===== src/sv/lapd_rx_header_classifier_assert.svh =====
// assertion macros for the lapd receive header classifier
// defining ASSERT_OFF leaves every macro empty; no other dependencies
`ifndef LAPD_RX_HEADER_CLASSIFIER_ASSERT_SVH
`define LAPD_RX_HEADER_CLASSIFIER_ASSERT_SVH
`ifndef ASSERT_OFF
`define LRHC_ASSERT_IMPL(label, clk, rst_n, ante, cons) \
	label: assert property (@(posedge clk) disable iff (!rst_n) (ante) |-> (cons)) \
		else $error("lapd classifier check failed");
`define LRHC_ASSERT_NEXT(label, clk, rst_n, ante, cons) \
	label: assert property (@(posedge clk) disable iff (!rst_n) (ante) |=> (cons)) \
		else $error("lapd classifier check failed");
`else
`define LRHC_ASSERT_IMPL(label, clk, rst_n, ante, cons)
`define LRHC_ASSERT_NEXT(label, clk, rst_n, ante, cons)
`endif
`endif


===== src/sv/lrhc_pkg.sv =====
// shared types, codes and constants of the lapd receive header classifier
// no dependencies
package lrhc_pkg;

	localparam int unsigned TEI_COUNT_DEF  = 128;
	localparam int unsigned SAPI_COUNT_DEF = 64;

	localparam logic [9:0]  MAX_INFO_RST = 10'd260;
	localparam logic        REG_MAX_INFO_LEN = 1'b0;

	localparam logic [6:0]  TEI_MGMT   = 7'd127;
	localparam logic [7:0]  TEI_ID_REQ = 8'h01;
	localparam logic [10:0] INFO_SAT   = 11'd1024;
	localparam logic [9:0]  POS_SAT    = 10'd1023;
	localparam logic [10:0] TEI_MSG_MIN = 11'd5;

	// result status codes
	localparam logic [2:0] ST_OK       = 3'd0;
	localparam logic [2:0] ST_NEW_SAP  = 3'd1;
	localparam logic [2:0] ST_BAD_LEN  = 3'd2;
	localparam logic [2:0] ST_UNK_TEI  = 3'd3;
	localparam logic [2:0] ST_ACCEPT   = 3'd4;
	localparam logic [2:0] ST_IGNORED  = 3'd5;

	// frame formats
	localparam logic [1:0] FMT_I = 2'd0;
	localparam logic [1:0] FMT_S = 2'd1;
	localparam logic [1:0] FMT_U = 2'd2;

	// tei identity accept frame, last byte carries the assigned tei
	localparam logic [2:0] BEAT_LAST = 3'd7;
	localparam logic [7:0] ACCEPT_FRAME [8] = '{
		8'hFE, 8'hFF, 8'h03, 8'h0F, 8'h00, 8'h00, 8'h02, 8'h00
	};

	// frame descriptor queue
	localparam int unsigned QD     = 4;
	localparam int unsigned QPTR_W = 2;
	localparam int unsigned QCNT_W = 3;

	typedef struct packed {
		logic [2:0] status;
		logic [1:0] frame_format;
		logic [5:0] sap_id;
		logic       cmd_resp;
		logic [6:0] term_id;
		logic [6:0] send_seq;
		logic [6:0] recv_seq;
		logic       poll_final;
		logic [4:0] sup_unn_bits;
		logic [9:0] info_len;
		logic [6:0] action;
	} desc_t;

	typedef struct packed {
		logic              empty;
		logic [QCNT_W-1:0] count;
	} qstat_t;

	typedef struct packed {
		desc_t      desc;
		logic [7:0] tx_byte;
		logic       last;
	} res_t;

	// unnumbered control field is one byte, I and S are two
	function automatic logic [2:0] ctrl_len(input logic [7:0] c);
		return (c[1:0] == 2'b11) ? 3'd1 : 3'd2;
	endfunction

endpackage


===== src/sv/lrhc_queue.sv =====
// short descriptor queue between the front and back parts
// depends on lrhc_pkg
module lrhc_queue (
	input  logic             clk,
	input  logic             arst_n,
	input  logic             push,
	input  lrhc_pkg::desc_t  push_desc,
	input  logic             pop,
	output lrhc_pkg::desc_t  pop_desc,
	output lrhc_pkg::qstat_t stat
);
	import lrhc_pkg::*;

	desc_t             mem_q [QD];
	logic [QPTR_W-1:0] wr_ptr_q, rd_ptr_q;
	logic [QCNT_W-1:0] count_q;

	always_ff @(posedge clk or negedge arst_n) begin
		if (!arst_n) begin
			wr_ptr_q <= '0;
			rd_ptr_q <= '0;
			count_q  <= '0;
		end else begin
			if (push) begin
				wr_ptr_q <= wr_ptr_q + 1'b1;
			end
			if (pop) begin
				rd_ptr_q <= rd_ptr_q + 1'b1;
			end
			if (push && !pop) begin
				count_q <= count_q + 1'b1;
			end else if (pop && !push) begin
				count_q <= count_q - 1'b1;
			end
		end
	end

	always_ff @(posedge clk) begin
		if (push) begin
			mem_q[wr_ptr_q] <= push_desc;
		end
	end

	assign pop_desc   = mem_q[rd_ptr_q];
	assign stat.empty = (count_q == '0);
	assign stat.count = count_q;

endmodule


===== config.mk =====
export PLATFORM = sky130hd
export DESIGN_NAME = lrhc_queue
export DESIGN_NICKNAME = d
export VERILOG_FILES = /design/src/sv/lapd_rx_header_classifier_assert.svh /design/src/sv/lrhc_pkg.sv /design/src/sv/lrhc_queue.sv
export SDC_FILE = /design/constraint.sdc
export NUM_CORES = 1
export LEC_CHECK = 0
export ABC_AREA = 1
export CAP_MARGIN = 10
export CORE_ASPECT_RATIO = 1.2
export CORE_MARGIN = 3
export CORE_UTILIZATION = 70
export CTS_BUF_LIST = sky130_fd_sc_hd__clkbuf_4 sky130_fd_sc_hd__clkbuf_8
export DETAILED_ROUTE_END_ITERATION = 8
export DONT_BUFFER_PORTS = 1
export PLACE_DENSITY = 0.88
export SLEW_MARGIN = 25
export SYNTH_ARGS = -nofsm -noshare
export SYNTH_HDL_FRONTEND = slang
export SYNTH_SLANG_ARGS = --single-unit

===== constraint.sdc =====
create_clock -name clk -period 3.2 [get_ports clk]
set_input_delay 0.32 -clock clk [delete_from_list [all_inputs] [get_ports clk]]
set_output_delay 0.32 -clock clk [all_outputs]
set_load 0.005 [all_outputs]

==> results_dict.tcl <==
set metrics [dict create \
    outcome "completed" \
    cpMostUsedCell "nand2_1" \
    end_kind "primary output" \
    nFillCells 659 \
    coreArea_sq_um 13400 \
    max_cap_viol_count 0 \
    seqCellArea_sq_um 6910 \
    ys_ff_latch 231 \
    cts_inserted_buffers 35 \
    yosysUniqueCellTypes 20 \
    hold_violations 0 \
    placed_cell_area_sq_um 9700 \
    hold_ws_ps 114 \
    antenna_cells 0 \
    final.period_utilization_pct 77.9 \
    dpl.hpwl_mm 10.6 \
    grt_pass1_wl_mm 29.8 \
    syn_nets 766 \
    die_width_um 113 \
    syn_inst 700 \
    reg2reg_depth 5 \
    htree_levels 2 \
    drive_above_1_share_pct 16.9 \
    place_congestion 0.776 \
    initialDrtViolationCount 405 \
    clock_path_buffers 3 \
    yosys-top-cells-count "edfxtp_1 (224), nand2_1 (181), inv_1 (122)" \
    synth_flop_cell "edfxtp_1" \
    multi_input_area_sq_um 1960 \
    grt_pass1_vias 5870 \
    track_usage_pct 25.3 \
    async_reset_ff_share_pct 3.03 \
    slew_viol_final 0 \
    worstSetupEndpoint "pop_desc[18]" \
    io_pins 120 \
    r2r_start "wr_ptr_q[0]" \
    drtAntennaViolNets 0 \
    worst_r2r_endpoint "mem_q[2][1]" \
    rows 46 \
    cp-start-kind "flip-flop" \
    grt_overflow 0 \
    io_buffers 0 \
    die_h_um 135 \
    min_path_cells 2 \
    clk_pin_slew_ps 60 \
    crit_cells 4 \
    reg2reg_slack_ps 1350 \
    area_growth_pct 13.7 \
    setup_viol 0 \
    antenna_found_initial 0 \
    wl_mm 19.0 \
    slowest_stage "dfrtp_4" \
    finalNetCount 835 \
    start_util_pct 72.2 \
    drt-vias-per-instance 5.71 \
    required_ps 2880 \
    grt_max_degree 67 \
    cts_root_buf "clkbuf_8" \
    critPathTopFamily "flip-flops" \
    cp.arrival_ps 2170 \
    cp_cell_sequence "buf_4, nand2_1, o211ai_1, nand2_1" \
    dieArea_sq_um 15200 \
    crit_start "rd_ptr_q[0]" \
    drt_pass1_iterations 5 \
    tns_ps 0 \
    ys_seq_area_share_pct 71.6 \
    crit_path_max_fanout 54 \
    relSlewSlack_pct 41.5 \
    synth_warnings 0 \
    hold_class "input pin to flip-flop" \
    min_period_ps 2490 \
    ir_drop_uv 653 \
    netlist_area_sq_um 9640 \
    postLayoutCellArea_sq_um 11000 \
    synth_top_area_share_pct 69.8 \
    crit_type "flip-flop to primary output" \
    clk_latency_ps 500 \
    syn_area_per_cell_sq_um 13.8 \
    cts_sinks 231 \
    synthTopCellsByArea "edfxtp_1 (70%), o211ai_2 (7.9%), nand2_1 (7.0%), inv_1 (4.8%), o211ai_1 (4.0%)" \
    synth_edf_count 224 \
    rsz0062_at_grt "no" \
    crit_buf_inv 1 \
    fmax_mhz 401 \
    yosysTopAreaCell "edfxtp_1" \
    slowest_delay_ps 840 \
    finalClockSkew_ps 16.3 \
    cts_tree "done" \
    wl_per_cell_um 19.7 \
    worst_pin_slew_ps 878 \
    drc 0 \
    powerDensity_nw_per_um2 865 \
    yosysMostFrequentCell "edfxtp_1" \
    p_leak_uw 0.00432 \
    num_vias 5492 \
]
cell type report:
| cell class | count | area share [%] |
|---|---|---|
| clock inverter | 9 | 0.320 |
| tap | 168 | 1.92 |
| multi-input combinational | 307 | 17.9 |
| inverter | 124 | 4.25 |
| timing repair buffer | 70 | 6.83 |
| sequential | 231 | 63.0 |
| clock buffer | 53 | 5.74 |
cell usage in the layout (no fill, tap or decap), drive strengths merged, types with 3 or more instances in the layout:
master / instances
ha: 5
clkbuf: 53
edfxtp: 224
dfrtp: 7
clkinv: 9
xor2: 3
dlygate4sd3: 59
o211ai: 112
inv: 124
buf: 11
nand2: 181
cell families (layout without fill, tap and decap cells):
family / Yosys count / count (layout) / share of synthesized area [%]
flip-flops: 231 / 231 / 71.6
AND/OR/NAND/NOR: 184 / 184 / 7.22
buffers and inverters: 162 / 256 / 8.02
AO/OA/AOI/OAI: 113 / 113 / 11.9
adder cells (fa/ha/maj): 6 / 6 / 0.857
XOR/XNOR: 4 / 4 / 0.364
sequential cells by signal, summed over array words and instances, names as in the netlist:
signal	count
rd_ptr_q	2
count_q	3
wr_ptr_q	2
mem_q	224
how the worst min path moves through the flow:
stage	startpoint	end
floorplan	arst_n	count_q[0]
global placement	arst_n	count_q[0]
finish	push	count_q[0]
global route	push	count_q[0]
detailed placement	arst_n	count_q[0]
CTS	push	count_q[0]
power by group:
part | internal [uW] | switching (uW) | total, uW
sequential | 3970 | 306 | 4270
clock | 1250 | 1040 | 2290
combinational | 920 | 1990 | 2910
metrics by stage:
stage | setup slack [ps] | util [%] | total power [uW] | cells
after floorplan | 1020 | - | 6600 | 700
after global placement | 1330 | 72.7 | 6950 | 841
after detailed placement | 1220 | 72.7 | 7130 | 841
after CTS | 689 | 82.1 | 9500 | 962
after global routing | 571 | 82.1 | 10000 | 962
final | 706 | 82.1 | 9480 | 962
layer usage:
layer,global-route usage (%),wire (um)
met1,29.9,6910
met2,44.4,10100
met3,6.45,1340
met4,10.6,610
met5,0,0
timing repair:
action | 4_1_cts | 5_1_grt
setup buffers | 0 | 0
hold buffers | 59 | 0
hold endpoints to repair | 235 | 0
resized for setup | 0 | 0
Power figures use the tool's default switching activity.
