**src/sv/lapd_rx_header_classifier_assert.svh**
```systemverilog
// assertion macros for the lapd receive header classifier
// defining ASSERT_OFF leaves every macro empty; no other dependencies
`ifndef LAPD_RX_HEADER_CLASSIFIER_ASSERT_SVH
`define LAPD_RX_HEADER_CLASSIFIER_ASSERT_SVH
`ifndef ASSERT_OFF
`define LRHC_ASSERT_IMPL(label, clk, rst_n, ante, cons) \
	label: assert property (@(posedge clk) disable iff (!rst_n) (ante) |-> (cons)) \
		else $error("lapd classifier check failed");
`define LRHC_ASSERT_NEXT(label, clk, rst_n, ante, cons) \
	label: assert property (@(posedge clk) disable iff (!rst_n) (ante) |=> (cons)) \
		else $error("lapd classifier check failed");
`else
`define LRHC_ASSERT_IMPL(label, clk, rst_n, ante, cons)
`define LRHC_ASSERT_NEXT(label, clk, rst_n, ante, cons)
`endif
`endif

```
**src/sv/lrhc_pkg.sv**
```systemverilog
// shared types, codes and constants of the lapd receive header classifier
// no dependencies
package lrhc_pkg;

	localparam int unsigned TEI_COUNT_DEF  = 128;
	localparam int unsigned SAPI_COUNT_DEF = 64;

	localparam logic [9:0]  MAX_INFO_RST = 10'd260;
	localparam logic        REG_MAX_INFO_LEN = 1'b0;

	localparam logic [6:0]  TEI_MGMT   = 7'd127;
	localparam logic [7:0]  TEI_ID_REQ = 8'h01;
	localparam logic [10:0] INFO_SAT   = 11'd1024;
	localparam logic [9:0]  POS_SAT    = 10'd1023;
	localparam logic [10:0] TEI_MSG_MIN = 11'd5;

	// result status codes
	localparam logic [2:0] ST_OK       = 3'd0;
	localparam logic [2:0] ST_NEW_SAP  = 3'd1;
	localparam logic [2:0] ST_BAD_LEN  = 3'd2;
	localparam logic [2:0] ST_UNK_TEI  = 3'd3;
	localparam logic [2:0] ST_ACCEPT   = 3'd4;
	localparam logic [2:0] ST_IGNORED  = 3'd5;

	// frame formats
	localparam logic [1:0] FMT_I = 2'd0;
	localparam logic [1:0] FMT_S = 2'd1;
	localparam logic [1:0] FMT_U = 2'd2;

	// tei identity accept frame, last byte carries the assigned tei
	localparam logic [2:0] BEAT_LAST = 3'd7;
	localparam logic [7:0] ACCEPT_FRAME [8] = '{
		8'hFE, 8'hFF, 8'h03, 8'h0F, 8'h00, 8'h00, 8'h02, 8'h00
	};

	// frame descriptor queue
	localparam int unsigned QD     = 4;
	localparam int unsigned QPTR_W = 2;
	localparam int unsigned QCNT_W = 3;

	typedef struct packed {
		logic [2:0] status;
		logic [1:0] frame_format;
		logic [5:0] sap_id;
		logic       cmd_resp;
		logic [6:0] term_id;
		logic [6:0] send_seq;
		logic [6:0] recv_seq;
		logic       poll_final;
		logic [4:0] sup_unn_bits;
		logic [9:0] info_len;
		logic [6:0] action;
	} desc_t;

	typedef struct packed {
		logic              empty;
		logic [QCNT_W-1:0] count;
	} qstat_t;

	typedef struct packed {
		desc_t      desc;
		logic [7:0] tx_byte;
		logic       last;
	} res_t;

	// unnumbered control field is one byte, I and S are two
	function automatic logic [2:0] ctrl_len(input logic [7:0] c);
		return (c[1:0] == 2'b11) ? 3'd1 : 3'd2;
	endfunction

endpackage

```
**src/sv/lrhc_back.sv**
```systemverilog
// back part: expands frame descriptors into result beats, output register
// depends on lrhc_pkg
module lrhc_back (
	input  logic             clk,
	input  logic             arst_n,
	input  lrhc_pkg::qstat_t qstat,
	input  lrhc_pkg::desc_t  q_desc,
	output logic             q_pop,
	input  logic             pop,
	output logic             empty,
	output lrhc_pkg::res_t   res
);
	import lrhc_pkg::*;

	desc_t      cur_q;
	logic [2:0] beat_q;
	logic       vld_q;
	logic       is_acc, last, take, done;

	always_comb begin
		is_acc = (cur_q.status == ST_ACCEPT);
		last   = !is_acc || (beat_q == BEAT_LAST);
		take   = vld_q && pop;
		done   = take && last;
		q_pop  = (!vld_q || done) && !qstat.empty;
	end

	always_ff @(posedge clk or negedge arst_n) begin
		if (!arst_n) begin
			vld_q  <= 1'b0;
			beat_q <= '0;
		end else if (q_pop) begin
			vld_q  <= 1'b1;
			beat_q <= '0;
		end else if (done) begin
			vld_q  <= 1'b0;
		end else if (take) begin
			beat_q <= beat_q + 3'd1;
		end
	end

	always_ff @(posedge clk) begin
		if (q_pop) begin
			cur_q <= q_desc;
		end
	end

	// accept frame: fixed bytes, then the assigned tei with the ea bit
	always_comb begin
		res.desc = cur_q;
		res.last = last;
		if (!is_acc) begin
			res.tx_byte = 8'h00;
		end else if (beat_q == BEAT_LAST) begin
			res.tx_byte = {cur_q.action, 1'b1};
		end else begin
			res.tx_byte = ACCEPT_FRAME[beat_q];
		end
	end

	assign empty = !vld_q;

endmodule

```
**config.mk**
```make
export PLATFORM = sky130hd
export DESIGN_NAME = lrhc_back
export DESIGN_NICKNAME = d
export VERILOG_FILES = /design/src/sv/lapd_rx_header_classifier_assert.svh /design/src/sv/lrhc_pkg.sv /design/src/sv/lrhc_back.sv
export SDC_FILE = /design/constraint.sdc
export NUM_CORES = 1
export LEC_CHECK = 0
export ABC_AREA = 1
export BUFFER_PORTS_ARGS = -buffer_cell sky130_fd_sc_hd__buf_2
export CAP_MARGIN = 0
export CORE_MARGIN = 2
export CORE_UTILIZATION = 44
export CTS_BUF_LIST = sky130_fd_sc_hd__clkbuf_8
export DETAILED_ROUTE_END_ITERATION = 10
export PLACE_DENSITY_LB_ADDON = 0.15
export SLEW_MARGIN = 20
export SYNTH_ARGS = -nofsm -noshare
export SYNTH_HDL_FRONTEND = slang
export SYNTH_SLANG_ARGS = --single-unit
```
**constraint.sdc**
```tcl
create_clock -name clk -period 3 [get_ports clk]
set_input_delay 0.3 -clock clk [delete_from_list [all_inputs] [get_ports clk]]
set_output_delay 0.3 -clock clk [all_outputs]
set_load 0.005 [all_outputs]
```
==> key figures, run 1 <==
Global routing
  • Met2 routing resource usage after global routing: 26.09%
  • Congestion Overflow GR: 0
  • Overall Global Routing Usage: 15.28%
  • Number of antenna violations at the first check in global routing: 0
  • GR peak layer: met2
  • Global routing usage on met3: 7.819%
  • First-pass GRT wire length: 5.885 mm
  • Met1 track utilization from global routing: 14.74%
  • Number of global-route vias before repair: 1369
  • Pin count of the biggest net entering global routing: 30

Cells and area
  • Filler cell count: 370
  • Register area: 1782 um^2
  • Combined area of the multi-input logic cells: 287.8 um^2
  • Commonest cells after routing, fill and taps aside: 126 x buf_2, 56 x edfxtp_1, 17 x nand2_1, 10 x inv_1, 9 x clkbuf_8
  • Nets: 327
  • Layout Area Growth over Synthesis: 42.40%
  • Leading cell type in the layout, fill and taps excluded: buf_2
  • Number of diodes added for antenna fixing: 0
  • Share of final-layout standard cells stronger than drive strength 1: 57.03%

Setup path
  • Maximum fanout along the worst path: 16
  • Start-to-end type of the worst setup path: reg2out
  • Setup crit start kind: flop
  • Required time of the critical path: 2.70 ns
  • Endpoint kind of the worst setup timing path: output port
  • Endpoint arrival time on the critical path: 2.10 ns

Clock network
  • Maximum buffer depth of the clock tree: 2
  • Post-CTS Repair Setup Buffers: 0
  • Deepest level of the CTS H-tree: 3
  • Number of gates resized after cts: 0
  • Clock transition at the registers of the reported paths: 0.06 ns
  • Clock root buffer master: clkbuf_8
  • CTS hold repair buffers: 1
  • Clock sink count: 60
  • Clock Latency Late Sink: 0.31 ns
  • Clock tree from TritonCTS: built
  • Num CTS Buffers: 9

Drt
  • DR pass1 iterations: 4
  • Wire length per cell: 13.08 um
  • Detail Route Antenna Nets: 0
  • # DRC: 0
  • Mean number of vias per cell: 4.606
  • DR iter-0 viols: 37
  • Drt total wl: 4.146 mm
  • Via Count: 1460

Synth
  • Post-synthesis net count: 188
  • Sequential cell area fraction in the yosys report: 83.86%
  • Yosys cell types: 18
  • Total of flip-flops plus latches after synthesis: 60
  • Synthesized area divided by synthesized cell count: 17.70 um^2
  • Synthesized instance count: 120
  • Post-synthesis instance area: 2125 um^2
  • Number of warnings printed during yosys synthesis: 0

Power and ir drop
  • Largest voltage drop on the vdd net: 389.2 uV
  • Leakage component of the power: 1.390 nW
  • Power per Cell Area: 588.4 nW/um^2
  • Power consumption: 0.001780 W

Die
  • Starting density of the core: 45.28%
  • Area of the placeable core: 4692 um^2
  • Width of the chip: 73.49 um
  • Die outline height: 73.49 um
  • I/O Pins: 130
  • Die Area: 5400 um^2
  • Placement Rows: 25

STA
  • Final setup violation count: 0
  • Transition time of the tightest slew-check pin: 0.3404 ns
  • Crit share post-route: 80.09%
  • Maximum clock skew at final layout: 0.007247 ns
  • Max Clock Freq: 416.2 MHz
  • Final hold viol count: 0
  • Rel. slew slack: 77.27%
  • Worst hold slack after final layout: 0.1537 ns
  • Post-layout min period: 2.403 ns
  • Final setup slack of the worst path: 0.5974 ns
  • Count of final max-slew check failures: 0
  • RSZ-0062 raised after global routing: false
  • Setup tns final: 0 ns

Flow run
  • Max-capacitance violation count: 0

Run status
  • Run status: completed

Place
  • Worst slack, placed: 0.7903 ns
  • Post-DP HPWL: 3.176 mm
  • Number of buffer cells added on primary ports: 126
  • Placer Congestion: 0.7452

Hold path
  • Min-Delay Path Class: in2reg
==> metal layers <==
| layer | part of all wire [%] | routed length (um) |
|---|---|---|
| met3 | 9.9 | 412 |
| met2 | 55 | 2260 |
| met4 | 0.72 | 30 |
| met1 | 35 | 1442 |
| met5 | 0 | 0 |
==> synth_stat cells <==
library cell	number	share of area (%)
edfxtp_1	56	79
nand2_1	17	3.0
inv_1	8	1.4
a21oi_1	5	1.2
ha_1	5	2.9
nor2_1	5	0.88
dfrtp_1	4	4.7
nand4_1	4	1.2
inv_2	3	0.53
nand2_2	3	0.88
nor2_4	2	1.1
o21ai_0	2	0.47
a211oi_2	1	0.59
buf_4	1	0.35
inv_4	1	0.29
nand3_1	1	0.24
nand3_4	1	0.82
nor2_2	1	0.29
==> metrics by stage <==
step,utilization (%),cells,instance area (um^2)
global route,64.48,317,3025
detailed placement,60.59,301,2843
global placement,60.59,301,2843
finish,64.48,317,3025
CTS,64.48,317,3025
floorplan,-,120,2125
==> worst max-delay path, cell delays in order (launching register included) <==
cell	delay (ns)
dfrtp_1	0.41
ha_1	0.21
ha_1	0.31
inv_4	0.11
nand3_4	0.10
nand2_2	0.06
nand2_2	0.07
nand2_2	0.07
inv_2	0.27
buf_2	0.18
==> report_power, final <==
group	switching [W]	internal [W]	leakage (nW)
clock network	0.000265	0.000364	0.0942
registers	0.0000165	0.000979	0.577
logic	0.0000806	0.0000752	0.719
==> flip-flops by register name, summed over array words and instances, names as in the netlist <==
register	count
res	56
vld_q	1
beat_q	3
==> logic make-up (layout without fill, tap and decap cells) <==
| family | Yosys count | after routing | share of synthesized area [%] |
|---|---|---|---|
| adders and majority gates | 5 | 5 | 2.945 |
| AOI/OAI and AO/OA | 8 | 8 | 2.238 |
| buffers and inverters | 13 | 156 | 2.592 |
| DFF | 60 | 60 | 83.86 |
| and+or+nand+nor | 34 | 34 | 8.363 |
==> worst paths after layout <==
kind,slack [ns],from,cells after the start,end
worst min register to register,0.53,vld_q,2,vld_q
worst max register to register,0.80,beat_q[1],9,res[46]
worst max-delay path,0.60,beat_q[1],9,q_pop
max in group asynchronous,2.55,arst_n,2,beat_q[0]
worst min-delay path,0.15,qstat[3],2,vld_q
min in group asynchronous,0.33,arst_n,2,beat_q[2]
==> area by class of cell <==
type                       count  share of cell area (%)
sequential                    60                   58.89
tap                           54                   2.233
inverter                      12                   1.572
clock buffer                   9                   4.094
multi-input combinational     47                   9.512
timing repair buffer         129                   22.08
clock inverter                 6                   1.613
Power figures use the tool's default switching activity.
==> run 2, diff against run 1 <==
ABC_AREA = 0   (was 1)
clock period = 2.23 ns   (was 3 ns; I/O delays follow)
==> key figures, run 2 <==
Run status
  • Run status: completed

STA
  • Worst hold slack after final layout: 0.06868 ns (-0.08504 ns)
  • Setup tns final: 0 ns (unchanged)
  • RSZ-0062 raised after global routing: false
  • Final hold viol count: 0 (unchanged)
  • Final setup violation count: 0 (unchanged)
  • Crit share post-route: 94.20%
  • Rel. slew slack: 77.08% (-0.19 points)
  • Max Clock Freq: 476.0 MHz
  • Transition time of the tightest slew-check pin: 0.3423 ns (+0.001891 ns)
  • Post-layout min period: 2.101 ns
  • Maximum clock skew at final layout: 0.01096 ns (+0.003715 ns)
  • Count of final max-slew check failures: 0 (unchanged)

Synth
  • Commonest register cell after synthesis: edfxtp_1
  • Sequential cell area fraction in the yosys report: 84.71% (+0.85 points)
  • Post-synthesis instance area: 2103 um^2 (-1.0%)
  • Total of flip-flops plus latches after synthesis: 60 (unchanged)
  • Number of warnings printed during yosys synthesis: 0 (unchanged)
  • Synth top area cells: edfxtp_1 80%, dfrtp_1 4.8%, ha_1 3.0%
  • Post-synthesis net count: 176 (-6.4%)
  • Yosys cell types: 22 (+4)
  • Most repeated cell in the gate-level netlist after synthesis: edfxtp_1
  • Biggest area consumer among synthesized cells: edfxtp_1
  • Synthesized instance count: 108 (-10%)
  • Fraction of synthesized cell area taken by the top area cell type: 79.95% (+0.80 points)
  • Leading cell types by count after synthesis: 56 x edfxtp_1, 8 x a21oi_1, 6 x nand2_1
  • Synthesized area divided by synthesized cell count: 19.47 um^2 (+10%)
  • Fraction of registers with async set or reset after synthesis: 6.667% (unchanged)
  • Number of flops mapped to enable cells by yosys: 56 (unchanged)

Global routing
  • Overall Global Routing Usage: 16.44% (+1.2 points)
  • First-pass GRT wire length: 6.354 mm (+8.0%)
  • Pin count of the biggest net entering global routing: 40 (+33%)
  • Number of antenna violations at the first check in global routing: 0 (unchanged)
  • Number of global-route vias before repair: 1378 (+0.66%)
  • Congestion Overflow GR: 0 (unchanged)

Drt
  • Via Count: 1420 (-2.7%)
  • Mean number of vias per cell: 4.656 (+1.1%)
  • Wire length per cell: 14.05 um (+7.4%)
  • # DRC: 0 (unchanged)
  • Drt total wl: 4.286 mm (+3.4%)
  • Detail Route Antenna Nets: 0 (unchanged)
  • DR pass1 iterations: 4 (unchanged)
  • DR iter-0 viols: 59 (+59%)

Cells and area
  • Register area: 1783 um^2 (about the same)
  • Nets: 314 (-4.0%)
  • Max FFs per register: 56 (unchanged)
  • Share of final-layout standard cells stronger than drive strength 1: 59.36% (+2.3 points)
  • Layout Area Growth over Synthesis: 45.15%
  • Filler cell count: 378 (+2.2%)
  • Commonest cells after routing, fill and taps aside: 126 x buf_2, 56 x edfxtp_1, 9 x clkbuf_8, 7 x a21oi_1
  • Combined area of the multi-input logic cells: 325.3 um^2 (+13%)
  • Leading cell type in the layout, fill and taps excluded: buf_2
  • Number of diodes added for antenna fixing: 0 (unchanged)

Hold path
  • Min-Delay Path Class: in2reg
  • Cell depth of the worst hold path: 1 (-1)

Clock network
  • Clock Latency Late Sink: 0.32 ns (about the same)
  • Maximum buffer depth of the clock tree: 2 (unchanged)
  • Deepest level of the CTS H-tree: 3 (unchanged)
  • Post-CTS Repair Setup Buffers: 0 (unchanged)
  • Num CTS Buffers: 9 (unchanged)
  • Clock transition at the registers of the reported paths: 0.07 ns (about the same)
  • Clock sink count: 60 (unchanged)
  • Clock root buffer master: clkbuf_8
  • Clock tree from TritonCTS: built

Die
  • Starting density of the core: 45.13% (-0.15 points)
  • Placement Rows: 25 (unchanged)
  • Die outline height: 73.14 um (-0.47%)
  • I/O Pins: 130 (unchanged)
  • Die Area: 5349 um^2 (-0.94%)
  • Width of the chip: 73.14 um (-0.47%)
  • Area of the placeable core: 4661 um^2 (-0.67%)

Power and ir drop
  • Power consumption: 0.002439 W (+37%)
  • Cell-internal power: 0.001917 W (+35%)
  • Leakage component of the power: 1.333 nW (-4.1%)
  • Largest voltage drop on the vdd net: 546.9 uV (+41%)
  • Sw Share: 21.41% (+1.1 points)
  • Part of the total power dissipated in the clock network: 36.7% (+1.3 points)
  • Power per Cell Area: 798.9 nW/um^2 (+36%)
  • Psw: 0.0005223 W (+44%)
  • Flop pwr share: 54.7% (-1.2 points)
  • Combinational cell fraction of total power: 8.7% (about the same)

Setup path
  • Endpoint kind of the worst setup timing path: output port
  • Worst R2R Path Depth: 5 (-4)
  • Endpoint arrival time on the critical path: 1.88 ns (-0.22 ns)
  • Setup crit start kind: flop
  • Maximum fanout along the worst path: 13 (-3)
  • Start-to-end type of the worst setup path: reg2out
  • Required time of the critical path: 2.01 ns (-0.69 ns)

Place
  • Post-DP HPWL: 3.166 mm (-0.33%)
  • Placer Congestion: 0.7570 (+1.6%)
  • Number of buffer cells added on primary ports: 126 (unchanged)

Flow run
  • Max-capacitance violation count: 0 (unchanged)
## run 2: cell types whose count changed after synthesis, moves of 2 or more
cell	change
nor3_1	+2
nand2_2	-3
nor2_4	-2
nor2_1	-3
or3_1	+3
inv_2	-3
nand2_1	-11
o22ai_1	+2
nand4_1	-3
a31oi_1	+2
inv_1	-3
a21oi_1	+3
o21ai_0	-2
nor2b_1	+3
## run 2: final cells by class
class,instances,share of cell area [%]
Tap cell,54,2.213
Sequential cell,60,58.40
Clock inverter,7,1.926
Inverter,5,0.6148
Clock buffer,9,4.057
Timing Repair Buffer,130,22.13
Multi-Input combinational cell,40,10.66
## run 2: layer usage
| metal | vias up | track usage [%] | wire length, um |
|---|---|---|---|
| met5 | - | 0 | 0 |
| met3 | 7 | 8.978 | 442 |
| met1 | 655 | 17.97 | 1544 |
| li1 | 689 | - | - |
| met4 | 0 | 9.465 | 69 |
| met2 | 69 | 25.23 | 2230 |
## run 2: metrics by stage
step | instances | cell area [um^2] | util (%) | setup WS (ns)
after floorplan | 108 | 2147 | - | -0.1216
after detailed placement | 288 | 2850 | 61.15 | 0.4598
after CTS | 305 | 3043 | 65.29 | 0.07429
after global routing | 305 | 3053 | 65.50 | 0.01526
after global placement | 288 | 2850 | 61.15 | 0.4820
final | 305 | 3053 | 65.50 | 0.1293
## run 2: worst paths after layout
| path | end | slack (ns) | start |
|---|---|---|---|
| worst min register to register | vld_q | 0.59 | vld_q |
| worst max-delay path | res[7] | 0.13 | beat_q[1] |
| worst max register to register | res[30] | 0.50 | beat_q[1] |
| min in group asynchronous | beat_q[2] | 0.23 | arst_n |
| worst min-delay path | res[11] | 0.07 | q_desc[2] |
| max in group asynchronous | beat_q[1] | 1.87 | arst_n |
## run 2: repair_timing
| item | CTS | global route |
|---|---|---|
| hold buffers | 1 | 0 |
| resized for setup | 0 | 2 |
| setup endpoints to repair | 0 | 5 |
| hold endpoints to repair | 4 | 0 |
## run 2: critical path, cell delays in order (launching register included)
cell and delay [ns]:
dfrtp_2 0.45, ha_2 0.22, ha_4 0.22, or3_1 0.38, a21oi_1 0.14, buf_2 0.13
## run 2: logic make-up after synthesis
| logic type | count (synthesis) | share of synthesized area (%) |
|---|---|---|
| and+or+nand+nor | 19 | 5.116 |
| AOI/OAI and AO/OA | 16 | 5.175 |
| buffers and inverters | 8 | 2.023 |
| DFF | 60 | 84.71 |
| adders and majority gates | 5 | 2.974 |
## run 2: power by group through the flow
stage	clock network [W]	registers, W	logic (W)
final	0.000894	0.00133	0.000212
after global routing	0.000967	0.00134	0.000234
after CTS	0.000931	0.00133	0.000215
after detailed placement	0	0.00136	0.000212
after global placement	0	0.00135	0.000209
after floorplan	0	0.00137	0.0000636
